## src/hw/rtl/spq_pkg.sv

```systemverilog
// Shared types and codes for the stable priority queue.
package spq_pkg;

   localparam int unsigned STATUS_BITS = 2;

   localparam logic [STATUS_BITS-1:0] STATUS_DONE  = 2'd0;
   localparam logic [STATUS_BITS-1:0] STATUS_EMPTY = 2'd1;
   localparam logic [STATUS_BITS-1:0] STATUS_FULL  = 2'd2;

   localparam logic ACTION_ENQUEUE = 1'b0;
   localparam logic ACTION_DEQUEUE = 1'b1;

   typedef enum logic [1:0] {
      ST_IDLE,
      ST_APPLY,
      ST_SEND
   } state_type;

   typedef struct packed {
      logic capture;   // latch the incoming request
      logic apply;     // update the cell array and load the result
   } cmd_type;

endpackage

```

## src/hw/rtl/spq_ctrl.sv

```systemverilog
// Request sequencer: accept, apply, deliver.
module spq_ctrl (
   input  logic             clock,
   input  logic             reset,
   input  logic             req_tvalid,
   output logic             req_tready,
   output logic             rsp_tvalid,
   input  logic             rsp_tready,
   output spq_pkg::cmd_type cmd
);

   spq_pkg::state_type state_ff;
   spq_pkg::state_type state_in;

   always_ff @(posedge clock) begin
      if (reset) begin
         state_ff <= spq_pkg::ST_IDLE;
      end else begin
         state_ff <= state_in;
      end
   end

   always_comb begin
      state_in = state_ff;
      unique case (state_ff)
         spq_pkg::ST_IDLE: begin
            if (req_tvalid) begin
               state_in = spq_pkg::ST_APPLY;
            end
         end
         spq_pkg::ST_APPLY: begin
            state_in = spq_pkg::ST_SEND;
         end
         spq_pkg::ST_SEND: begin
            if (rsp_tready) begin
               state_in = spq_pkg::ST_IDLE;
            end
         end
         default: begin
            state_in = spq_pkg::ST_IDLE;
         end
      endcase
   end

   always_comb begin
      req_tready  = 1'b0;
      rsp_tvalid  = 1'b0;
      cmd.capture = 1'b0;
      cmd.apply   = 1'b0;
      unique case (state_ff)
         spq_pkg::ST_IDLE: begin
            req_tready  = 1'b1;
            cmd.capture = req_tvalid;
         end
         spq_pkg::ST_APPLY: begin
            cmd.apply = 1'b1;
         end
         spq_pkg::ST_SEND: begin
            rsp_tvalid = 1'b1;
         end
         default: begin
            req_tready = 1'b0;
         end
      endcase
   end

   a_apply_after_capture: assert property (@(posedge clock) disable iff (reset)
      cmd.capture |=> cmd.apply)
      else $error("apply did not follow capture");

   a_send_after_apply: assert property (@(posedge clock) disable iff (reset)
      cmd.apply |=> rsp_tvalid)
      else $error("result not presented after apply");

   a_no_overlap: assert property (@(posedge clock) disable iff (reset)
      rsp_tvalid |-> !req_tready && !cmd.apply)
      else $error("request taken while a result is pending");

endmodule

```

## src/hw/rtl/spq_datapath.sv

```systemverilog
// Sorted cell array with request and result registers.
module spq_datapath #(
   parameter int unsigned QUEUE_DEPTH   = 16,
   parameter int unsigned VALUE_BITS    = 8,
   parameter int unsigned PRIORITY_BITS = 4,
   parameter int unsigned COUNT_BITS    = 5
) (
   input  logic                            clock,
   input  logic                            reset,
   input  spq_pkg::cmd_type                cmd,
   input  logic                            in_action,
   input  logic [VALUE_BITS-1:0]           in_value,
   input  logic [PRIORITY_BITS-1:0]        in_priority,
   output logic [spq_pkg::STATUS_BITS-1:0] res_status,
   output logic [VALUE_BITS-1:0]           res_value,
   output logic [PRIORITY_BITS-1:0]        res_priority,
   output logic [COUNT_BITS-1:0]           res_occupancy
);

   // captured request
   logic                     act_ff;
   logic [VALUE_BITS-1:0]    val_ff;
   logic [PRIORITY_BITS-1:0] pri_ff;

   // cell array, front at index 0
   logic [VALUE_BITS-1:0]    cell_val_ff [QUEUE_DEPTH];
   logic [PRIORITY_BITS-1:0] cell_pri_ff [QUEUE_DEPTH];
   logic [VALUE_BITS-1:0]    cell_val_in [QUEUE_DEPTH];
   logic [PRIORITY_BITS-1:0] cell_pri_in [QUEUE_DEPTH];
   logic [QUEUE_DEPTH-1:0]   keep;      // cell holds an entry that stays ahead

   logic [COUNT_BITS-1:0]    count_ff;
   logic [COUNT_BITS-1:0]    count_in;

   logic [spq_pkg::STATUS_BITS-1:0] status_ff;
   logic [spq_pkg::STATUS_BITS-1:0] status_in;
   logic [VALUE_BITS-1:0]           rval_ff;
   logic [VALUE_BITS-1:0]           rval_in;
   logic [PRIORITY_BITS-1:0]        rpri_ff;
   logic [PRIORITY_BITS-1:0]        rpri_in;

   logic is_full;
   logic is_empty;

   assign is_full  = (count_ff == COUNT_BITS'(QUEUE_DEPTH));
   assign is_empty = (count_ff == '0);

   always_ff @(posedge clock) begin
      if (cmd.capture) begin
         act_ff <= in_action;
         val_ff <= in_value;
         pri_ff <= in_priority;
      end
   end

   // each cell compares against the new priority in parallel
   always_comb begin
      for (int i = 0; i < QUEUE_DEPTH; i++) begin
         keep[i] = (COUNT_BITS'(i) < count_ff) && (cell_pri_ff[i] >= pri_ff);
      end
   end

   always_comb begin
      for (int i = 0; i < QUEUE_DEPTH; i++) begin
         cell_val_in[i] = cell_val_ff[i];
         cell_pri_in[i] = cell_pri_ff[i];
         if (act_ff == spq_pkg::ACTION_ENQUEUE) begin
            priority if (i > 0 && !keep[(i > 0) ? i - 1 : 0]) begin
               cell_val_in[i] = cell_val_ff[(i > 0) ? i - 1 : 0];
               cell_pri_in[i] = cell_pri_ff[(i > 0) ? i - 1 : 0];
            end else if (!keep[i]) begin
               cell_val_in[i] = val_ff;
               cell_pri_in[i] = pri_ff;
            end else begin
               cell_val_in[i] = cell_val_ff[i];
               cell_pri_in[i] = cell_pri_ff[i];
            end
         end else if (i < QUEUE_DEPTH - 1) begin
            cell_val_in[i] = cell_val_ff[(i < QUEUE_DEPTH - 1) ? i + 1 : i];
            cell_pri_in[i] = cell_pri_ff[(i < QUEUE_DEPTH - 1) ? i + 1 : i];
         end
      end
   end

   always_comb begin
      count_in  = count_ff;
      status_in = spq_pkg::STATUS_DONE;
      rval_in   = '0;
      rpri_in   = '0;
      if (act_ff == spq_pkg::ACTION_ENQUEUE) begin
         if (is_full) begin
            status_in = spq_pkg::STATUS_FULL;
         end else begin
            count_in = count_ff + 1'b1;
         end
      end else begin
         if (is_empty) begin
            status_in = spq_pkg::STATUS_EMPTY;
         end else begin
            count_in = count_ff - 1'b1;
            rval_in  = cell_val_ff[0];
            rpri_in  = cell_pri_ff[0];
         end
      end
   end

   logic shift_en;
   assign shift_en = cmd.apply &&
      ((act_ff == spq_pkg::ACTION_ENQUEUE) ? !is_full : !is_empty);

   always_ff @(posedge clock) begin
      if (shift_en) begin
         for (int i = 0; i < QUEUE_DEPTH; i++) begin
            cell_val_ff[i] <= cell_val_in[i];
            cell_pri_ff[i] <= cell_pri_in[i];
         end
      end
   end

   always_ff @(posedge clock) begin
      if (reset) begin
         count_ff <= '0;
      end else if (cmd.apply) begin
         count_ff <= count_in;
      end
   end

   always_ff @(posedge clock) begin
      if (cmd.apply) begin
         status_ff <= status_in;
         rval_ff   <= rval_in;
         rpri_ff   <= rpri_in;
      end
   end

   assign res_status    = status_ff;
   assign res_value     = rval_ff;
   assign res_priority  = rpri_ff;
   assign res_occupancy = count_ff;

   a_count_bound: assert property (@(posedge clock) disable iff (reset)
      count_ff <= COUNT_BITS'(QUEUE_DEPTH))
      else $error("entry count beyond depth");

   a_front_sorted: assert property (@(posedge clock) disable iff (reset)
      count_ff > COUNT_BITS'(1) |-> cell_pri_ff[0] >= cell_pri_ff[1])
      else $error("front entries out of priority order");

   a_enq_grows: assert property (@(posedge clock) disable iff (reset)
      cmd.apply && act_ff == spq_pkg::ACTION_ENQUEUE && !is_full
      |=> count_ff == COUNT_BITS'($past(count_ff) + 1'b1))
      else $error("enqueue did not grow the queue");

   a_empty_status: assert property (@(posedge clock) disable iff (reset)
      cmd.apply && act_ff == spq_pkg::ACTION_DEQUEUE && is_empty
      |=> res_status == spq_pkg::STATUS_EMPTY && res_occupancy == '0)
      else $error("empty dequeue misreported");

endmodule

```

## src/hw/rtl/stable_priority_queue_top.sv

```systemverilog
// Top level of the stable priority queue: sequencer plus sorted cell array.
//
//   channel | direction | tdata (low bit up)                     | tuser
//   --------+-----------+----------------------------------------+---------------
//   req_    | in        | value, priority_req                    | action
//   rsp_    | out       | out_value, out_priority, occupancy     | status
//
// Each request passes through accept, apply to the cell array and present the
// result; the sequencer serializes them, so requests do not overlap.
// The cell array updates every entry at once: on enqueue each cell compares
// its priority with the new one and keeps, shifts or loads; on dequeue every
// entry moves one place toward the front.
// Reset (synchronous, active high) clears the sequencer and the entry count;
// the cell contents need no clearing since only counted cells are read.
// A stalled result holds rsp_tdata and rsp_tuser; no new request is taken
// until it is delivered.
module stable_priority_queue_top #(
   parameter int unsigned QUEUE_DEPTH   = 16,
   parameter int unsigned VALUE_BITS    = 8,
   parameter int unsigned PRIORITY_BITS = 4
) (
   input  logic clock,
   input  logic reset,

   input  logic req_tvalid,
   output logic req_tready,
   // value, priority_req, zero fill
   input  logic [((VALUE_BITS + PRIORITY_BITS + 7) / 8) * 8 - 1:0] req_tdata,
   // action
   input  logic req_tuser,

   output logic rsp_tvalid,
   input  logic rsp_tready,
   // out_value, out_priority, occupancy, zero fill
   output logic [((VALUE_BITS + PRIORITY_BITS + $clog2(QUEUE_DEPTH + 1) + 7) / 8) * 8
                 - 1:0] rsp_tdata,
   // status
   output logic [spq_pkg::STATUS_BITS-1:0] rsp_tuser
);

   localparam int unsigned COUNT_BITS    = $clog2(QUEUE_DEPTH + 1);
   localparam int unsigned RSP_DATA_BITS =
      ((VALUE_BITS + PRIORITY_BITS + COUNT_BITS + 7) / 8) * 8;

   spq_pkg::cmd_type cmd;

   logic [VALUE_BITS-1:0]    res_value;
   logic [PRIORITY_BITS-1:0] res_priority;
   logic [COUNT_BITS-1:0]    res_occupancy;

   spq_ctrl u_ctrl (
      .clock      (clock),
      .reset      (reset),
      .req_tvalid (req_tvalid),
      .req_tready (req_tready),
      .rsp_tvalid (rsp_tvalid),
      .rsp_tready (rsp_tready),
      .cmd        (cmd)
   );

   spq_datapath #(
      .QUEUE_DEPTH   (QUEUE_DEPTH),
      .VALUE_BITS    (VALUE_BITS),
      .PRIORITY_BITS (PRIORITY_BITS),
      .COUNT_BITS    (COUNT_BITS)
   ) u_datapath (
      .clock         (clock),
      .reset         (reset),
      .cmd           (cmd),
      .in_action     (req_tuser),
      .in_value      (req_tdata[VALUE_BITS-1:0]),
      .in_priority   (req_tdata[VALUE_BITS +: PRIORITY_BITS]),
      .res_status    (rsp_tuser),
      .res_value     (res_value),
      .res_priority  (res_priority),
      .res_occupancy (res_occupancy)
   );

   assign rsp_tdata = RSP_DATA_BITS'({res_occupancy, res_priority, res_value});

endmodule
```

## config.mk

```make
export PLATFORM = sky130hd
export DESIGN_NAME = stable_priority_queue_top
export DESIGN_NICKNAME = d
export VERILOG_FILES = /design/src/hw/rtl/spq_pkg.sv /design/src/hw/rtl/spq_ctrl.sv /design/src/hw/rtl/spq_datapath.sv /design/src/hw/rtl/stable_priority_queue_top.sv
export SDC_FILE = /design/constraint.sdc
export NUM_CORES = 1
export LEC_CHECK = 0
export BUFFER_PORTS_ARGS = -buffer_cell sky130_fd_sc_hd__buf_2
export CORE_MARGIN = 2
export CORE_UTILIZATION = 30
export DETAILED_ROUTE_END_ITERATION = 10
export HOLD_SLACK_MARGIN = 0.15
export PLACE_DENSITY = 0.46
export SKIP_LAST_GASP = 1
export SLEW_MARGIN = 30
export SYNTH_ARGS = -nofsm -noshare
export SYNTH_HDL_FRONTEND = slang
export SYNTH_SLANG_ARGS = --single-unit
```

## constraint.sdc

```tcl
create_clock -name clock -period 4.14 [get_ports clock]
set_input_delay 0.621 -clock clock [delete_from_list [all_inputs] [get_ports clock]]
set_output_delay 0.621 -clock clock [all_outputs]
set_load 0.05 [all_outputs]
```

==> impl_metrics.py, run 1 <==
metrics = {
    "setup_path": {
        "timing.rr.start": "u_datapath.pri_ff[1]",
        "critPathKind": "reg -> reg",
        "timing.rr.end": "u_datapath.cell_pri_ff[0][29]",
        "path_cells": "buf_4, inv_1, ha_1, nor3_1, o21ai_0, buf_4, nand3_1, o31a_1",
        "cpMostUsedCell": "buf_4",
        "critical_path_arrival_ns": 3.49,
        "path_max_fanout": 16,
        "max_stage_delay_ns": 0.62,
        "start_kind": "flop",
        "end_kind": "flop",
        "rrSetupSlack_ns": 0.86,
        "crit_required_ns": 4.36,
        "cp_slowest_cell": "o31a_1",
        "ff2ff_path_depth": 8,
        "path_buf_inv": 3,
        "path_delay_family": "buffers and inverters",
    },
    "logic_synthesis": {
        "synth_top_area_share_pct": 46.16,
        "synth-main-ff-cell": "edfxtp_1",
        "yosysTopAreaCell": "edfxtp_1",
        "synth_edf_count": 219,
        "yosys_warnings": 0,
        "synth_area_per_cell_um2": 11.42,
        "async_flop_share_pct": 0,
        "ys_types": 50,
        "synth_area_leaders": "edfxtp_1, a41oi_1, a2bb2oi_1, o31ai_1, ha_1",
        "ys_seq_area_share_pct": 47.14,
        "yosys_register_bits": 226,
        "syn-cell-area_um2": 14250,
        "syn-instance-count": 1248,
    },
    "detailed_routing": {
        "viasPerCell": 6.126,
        "wl_per_cell_um": 25.70,
        "drtIter0Drc": 940,
        "dr.pass1.iters": 5,
        "wirelength_mm": 47.59,
        "vias": 11350,
        "final_antenna_net_count": 0,
        "drc": 0,
    },
    "power_and_ir_drop": {
        "p_sw_mw": 2.033,
        "p_comb_share_pct": 19.5,
        "p_clk_share_pct": 37.8,
        "switching_share_pct": 30.91,
        "power.internal_mw": 4.544,
        "p_per_area_nw_per_um2": 412.2,
        "p_leak_nw": 5.320,
        "vdd_drop_max_mv": 0.2986,
        "seq_power_share_pct": 42.8,
    },
    "cells_and_area": {
        "utilization_pct": 34.13,
        "n_antenna_cell": 0,
        "drive_above_1_share_pct": 14.70,
        "area_delta_synth_final_pct": 11.99,
        "nets": 1313,
        "fillers": 4685,
    },
    "grt": {
        "grt_start_max_net_pins": 161,
        "grt_overflow": 0,
        "track_usage_pct": 18.89,
        "grt_pass1_vias": 11520,
        "grt_antenna_before_repair": 0,
        "grt_pass1_wl_mm": 72.46,
    },
    "job": {
        "maxCapViolCount": 0,
    },
    "placement": {
        "portBuffers": 37,
        "hpwlAfterDp_mm": 31.87,
        "gp_congestion": 0.7782,
    },
    "worst_hold_path": {
        "hold_path.class": "in -> reg",
        "hold_start": "req_tdata[7]",
        "hold_end": "u_datapath.val_ff[7]",
        "hold_depth": 1,
    },
    "timing": {
        "finalSetupViolations": 0,
        "drv_slew": 0,
        "min_period_ns": 3.279,
        "skew_ns": 0.02347,
        "fin_crit_sh_pct": 79.20,
        "relSlewSlack_pct": 29.96,
        "rsz0062_at_grt": "false",
        "worst_slew_pin_slew_ns": 1.051,
        "finalSetupTns_ns": 0,
        "finalHoldViolations": 0,
        "max_freq_mhz": 305.0,
    },
    "cts": {
        "holdBufCountCts": 0,
        "postCtsSetupBuffers": 0,
        "clk_pin_slew_ns": 0.05,
        "clk_latency_ns": 0.59,
        "tritoncts": "done",
        "cts_buffers": 30,
        "ctsResizeCount": 0,
        "h-tree-depth": 1,
        "cts_buffer_depth": 3,
        "cts_sinks": 226,
        "cts-root-buf": "clkbuf_16",
    },
    "die": {
        "initial_core_util_pct": 30.47,
        "rows": 79,
        "fp.dieH_um": 221.9,
        "die-area_um2": 49250,
        "ios": 49,
        "die_w_um": 221.9,
        "fp.coreArea_um2": 46750,
    },
    "run_status": {
        "status": "completed",
    },
}
## worst max path at each step
| stage | startpoint | endpoint | slack, ns | cells past startpoint |
|---|---|---|---|---|
| 2_1_floorplan | u_datapath.res_occupancy[1] | u_datapath.cell_pri_ff[1][28] | 0.78 | 7 |
| 3_3_place_gp | u_datapath.pri_ff[1] | u_datapath.cell_val_ff[15][1] | 0.84 | 6 |
| 3_5_place_dp | u_datapath.pri_ff[1] | u_datapath.cell_val_ff[12][3] | 0.89 | 9 |
| 4_1_cts | u_datapath.pri_ff[2] | u_datapath.cell_pri_ff[0][25] | 0.87 | 8 |
| 5_1_grt | u_datapath.pri_ff[1] | u_datapath.cell_val_ff[14][4] | 0.69 | 9 |
| 6_report | u_datapath.pri_ff[1] | u_datapath.cell_pri_ff[0][29] | 0.86 | 8 |
## placed cells by master, fill, tap and decap left out, types with 5 or more instances in the layout
cell type / synthesis / final
clkbuf_16: 0 / 30
a21oi_2: 1 / 5
nor3_1: 22 / 21
clkbuf_1: 119 / 10
or3_1: 7 / 7
a22oi_1: 15 / 15
and2_1: 15 / 15
o31ai_1: 169 / 169
a21oi_1: 18 / 14
conb_1: 1 / 7
nand3_1: 11 / 11
nor2b_1: 18 / 18
nand2_1: 10 / 10
buf_4: 13 / 57
or2_2: 12 / 12
inv_1: 37 / 36
clkinv_1: 0 / 7
dfxtp_1: 7 / 7
edfxtp_1: 219 / 219
o21ai_0: 28 / 28
o21a_1: 22 / 22
buf_2: 24 / 37
nor2_1: 14 / 12
a2bb2oi_1: 154 / 154
a41oi_1: 170 / 170
ha_1: 68 / 68
o31a_1: 8 / 8
a21o_1: 11 / 11
mux2_2: 22 / 22
## cell type report
cell class | instances | area (um^2) | share of cell area, %
Multi-Input combinational cell | 833 | 6779 | 42.49
Sequential cell | 226 | 6716 | 42.10
Clock buffer | 40 | 788.3 | 4.940
Tap cell | 607 | 759.5 | 4.760
Timing Repair Buffer | 96 | 653.1 | 4.093
Inverter | 37 | 141.4 | 0.8861
Clock inverter | 13 | 117.6 | 0.7371
## metal layers
layer	track usage [%]	part of all wire (%)	up-vias
met5	0	0	-
met4	5.929	2.8	0
met3	2.770	4.6	79
met2	31.61	48	299
met1	25.16	45	5717
li1	-	-	5251
## cell families (layout without fill, tap and decap cells)
| kind of cell | count (synthesis) | count (layout) | share of synthesized area [%] |
|---|---|---|---|
| AO/OA/AOI/OAI | 610 | 610 | 34.36 |
| flip-flops | 226 | 226 | 47.14 |
| buffers and inverters | 195 | 186 | 5.699 |
| AND/OR/NAND/NOR | 124 | 124 | 4.927 |
| adder cells (fa/ha/maj) | 68 | 68 | 5.972 |
| multiplexers | 23 | 23 | 1.809 |
| other | 1 | 7 | 0.02632 |
| XOR/XNOR | 1 | 1 | 0.06148 |
## sequential cells by signal (all words and copies together), names as in the netlist, 2 cells and up
signal / count
u_datapath.cell_val_ff: 128
u_datapath.cell_pri_ff: 64
u_datapath.res_value: 8
u_datapath.val_ff: 8
u_datapath.res_occupancy: 5
u_datapath.pri_ff: 4
u_datapath.res_priority: 4
u_ctrl.state_ff: 2
u_datapath.res_status: 2
## synth_stat cells, types with 2 or more instances
cell,instances
nor4b_1,2
a2bb2oi_1,154
nand3_1,11
a41oi_1,170
o31a_1,8
mux2_2,22
nand2_1,10
clkbuf_1,119
o21a_1,22
a21oi_1,18
o21ai_0,28
buf_4,13
or3_1,7
nor2_1,14
ha_1,68
nor2b_1,18
dfxtp_1,7
o41a_1,2
a31oi_1,3
edfxtp_1,219
nor3_1,22
a21o_1,11
nand2b_1,4
a31o_2,2
inv_1,37
a211oi_1,2
or2_2,12
nor4_1,2
buf_2,24
o31ai_1,169
a22oi_1,15
and2_1,15
## power by group through the flow
| stage | Clock (mW) | Combinational (mW) | Sequential (mW) |
|---|---|---|---|
| 6_report | 2.48 | 1.28 | 2.81 |
| 3_3_place_gp | 0 | 1.24 | 2.86 |
| 4_1_cts | 2.54 | 1.26 | 2.81 |
| 5_1_grt | 2.64 | 1.40 | 2.82 |
| 2_1_floorplan | 0 | 0.909 | 2.80 |
| 3_5_place_dp | 0 | 1.25 | 2.86 |
## per-stage QoR
step | instances | worst slack [ns] | cell area (um^2) | power, mW | hold slack [ns]
after floorplan | 1254 | 0.7835 | 14270 | 3.712 | 0.5246
after global placement | 1799 | 0.8422 | 15020 | 4.096 | 0.5529
after detailed placement | 1799 | 0.8852 | 15030 | 4.113 | 0.5476
after CTS | 1852 | 0.8680 | 15940 | 6.615 | 0.1858
after global routing | 1852 | 0.6920 | 15960 | 6.862 | 0.1950
final | 1852 | 0.8610 | 15960 | 6.576 | 0.2116
Power figures use the tool's default switching activity.
==> inputs of run 2 (changes only) <==
--- a/config.mk
+++ b/config.mk
@@ -10,7 +10,7 @@
 export CORE_UTILIZATION = 30
 export DETAILED_ROUTE_END_ITERATION = 10
 export HOLD_SLACK_MARGIN = 0.15
-export PLACE_DENSITY = 0.46
+export PLACE_DENSITY = 0.48
 export SKIP_LAST_GASP = 1
 export SLEW_MARGIN = 30
 export SYNTH_ARGS = -nofsm -noshare
==> constraint.sdc (replaced) <==
create_clock -name clock -period 3.01 [get_ports clock]
set_input_delay 0.4515 -clock clock [delete_from_list [all_inputs] [get_ports clock]]
set_output_delay 0.4515 -clock clock [all_outputs]
set_load 0.05 [all_outputs]
==> impl_metrics.py, run 2 (synthesis results as in run 1) <==
metrics = {
    "cells_and_area": {
        "area_delta_synth_final_pct": 14.04,
        "drive_above_1_share_pct": 16.52,
        "largestRegisters": "u_datapath.cell_val_ff (128), u_datapath.cell_pri_ff (64)",
        "largest_register": "u_datapath.cell_val_ff",
        "largest_reg_flops": 128,
        "n_antenna_cell": 0,
        "nets": 1357,
        "final_cell_area_um2": 16250,
        "fillers": 4644,
        "final_cell_mix": "edfxtp_1, a41oi_1, o31ai_1",
        "instances_no_fill": 1896,
        "layout_commonest_cell": "edfxtp_1",
    },
    "cts": {
        "clk_latency_ns": 0.58,
        "cts_sinks": 226,
        "h-tree-depth": 1,
        "tritoncts": "done",
        "cts_buffer_depth": 3,
        "cts-root-buf": "clkbuf_16",
        "cts_buffers": 29,
        "postCtsSetupBuffers": 0,
        "clk_pin_slew_ns": 0.06,
    },
    "timing": {
        "fin_crit_sh_pct": 96.14,
        "max_freq_mhz": 345.6,
        "finalSetupViolations": 0,
        "skew_ns": 0.02468,
        "drv_slew": 0,
        "whs_ns": 0.5318,
        "worst_slew_pin_slew_ns": 1.046,
        "finalHoldViolations": 0,
        "rsz0062_at_grt": "false",
        "finalSetupTns_ns": 0,
        "min_period_ns": 2.894,
        "relSlewSlack_pct": 30.30,
    },
    "die": {
        "fp.dieH_um": 221.9,
        "rows": 79,
        "die-area_um2": 49250,
        "ios": 49,
        "initial_core_util_pct": 30.47,
        "die_w_um": 221.9,
        "fp.coreArea_um2": 46750,
    },
    "grt": {
        "grt_pass1_vias": 11630,
        "track_usage_pct": 19.00,
        "grt_start_max_net_pins": 65,
        "grt_antenna_before_repair": 0,
        "grt_overflow": 0,
        "grt_pass1_wl_mm": 72.53,
    },
    "setup_path": {
        "critical_path_arrival_ns": 3.10,
        "timing.rr.end": "u_datapath.cell_val_ff[4][5]",
        "end_kind": "flop",
        "rrSetupSlack_ns": 0.12,
        "path_max_fanout": 13,
        "crit_required_ns": 3.22,
        "critPathKind": "reg -> reg",
        "timing.rr.start": "u_datapath.pri_ff[2]",
        "endpoint": "u_datapath.cell_val_ff[4][5]",
        "start_kind": "flop",
        "crit_start": "u_datapath.pri_ff[2]",
        "ff2ff_path_depth": 7,
    },
    "power_and_ir_drop": {
        "p_per_area_nw_per_um2": 544.0,
        "switching_share_pct": 31.52,
        "seq_power_share_pct": 43.6,
        "power.internal_mw": 6.053,
        "p_clk_share_pct": 35.6,
        "p_leak_nw": 5.496,
        "vdd_drop_max_mv": 0.4094,
        "p_sw_mw": 2.786,
        "p_comb_share_pct": 20.8,
    },
    "detailed_routing": {
        "drc": 0,
        "dr.pass1.iters": 5,
        "wl_per_cell_um": 25.14,
        "wirelength_mm": 47.67,
        "vias": 11500,
        "viasPerCell": 6.064,
        "drtIter0Drc": 911,
        "final_antenna_net_count": 0,
    },
    "run_status": {
        "status": "completed",
    },
    "placement": {
        "hpwlAfterDp_mm": 32.65,
        "gp_congestion": 0.8197,
        "placedCellCount": 1828,
        "portBuffers": 37,
        "placed_area_um2": 15260,
    },
    "job": {
        "maxCapViolCount": 0,
    },
    "worst_hold_path": {
        "hold_path.class": "in -> reg",
    },
}
-- run 2: changes by cell type in the layout (fill, tap and decap cells not counted), sizes merged --
cell / change
buf: +29
clkbuf: -7
bufinv: -2
clkinv: +7
inv: +1
dlygate4sd3: +16
-- run 2: stage by stage --
step                      power, mW  setup WS [ns]  util, %
after global placement        5.674         0.1218    32.61
final                         8.839         0.1162    34.75
after global routing          9.208     0.00003042    34.75
after floorplan               5.107       0.003380        -
after CTS                     8.902        0.08093    34.74
after detailed placement      5.709         0.1081    32.64
-- run 2: layout make-up --
type	instances	area [um^2]	area share (%)
multi-input cells	833	6775	41.70
flip-flops and latches	226	6716	41.34
repair buffers	141	1031	6.345
well taps	607	759.5	4.674
clock buffers	33	740.7	4.559
inverters	37	141.4	0.8702
clock inverters	19	83.83	0.5159
-- run 2: worst min-delay path by stage --
stage,end,slack (ns),start,depth (start not counted)
floorplan,u_ctrl.state_ff[1],0.52,reset,1
global placement,u_datapath.res_value[4],0.55,u_datapath.cell_val_ff[0][4],1
detailed placement,u_datapath.res_value[0],0.55,u_datapath.cell_val_ff[0][0],1
CTS,u_datapath.val_ff[7],0.56,req_tdata[7],2
global route,u_datapath.pri_ff[0],0.55,req_tvalid,2
finish,u_datapath.act_ff,0.53,req_tvalid,2
-- run 2: power groups by stage --
stage / Sequential (mW) / Clock, mW / Combinational [mW]
finish: 3.85 / 3.15 / 1.84
global route: 3.86 / 3.33 / 2.02
CTS: 3.85 / 3.23 / 1.82
detailed placement: 3.92 / 0 / 1.79
global placement: 3.92 / 0 / 1.76
floorplan: 3.86 / 0 / 1.25
-- run 2: per-layer routing --
metal  GRT usage (%)  part of all wire [%]
met1           25.41                    43
met2           31.13                    47
met3           2.982                   6.2
met4           6.800                   3.5
met5               0                     0
-- run 2: critical path: stages (launching register included) --
cell	delay (ns)
edfxtp_1	0.40
inv_2	0.23
buf_4	0.28
ha_1	0.25
or3_1	0.32
o21a_1	0.28
nand3_1	0.20
o31a_1	0.54
-- run 2: what timing repair did --
item / 4_1_cts / 5_1_grt
endpoints found under the hold margin: 17 / 0
hold buffers: 16 / 0
resized for setup: 0 / 2
endpoints found under the setup margin: 0 / 36
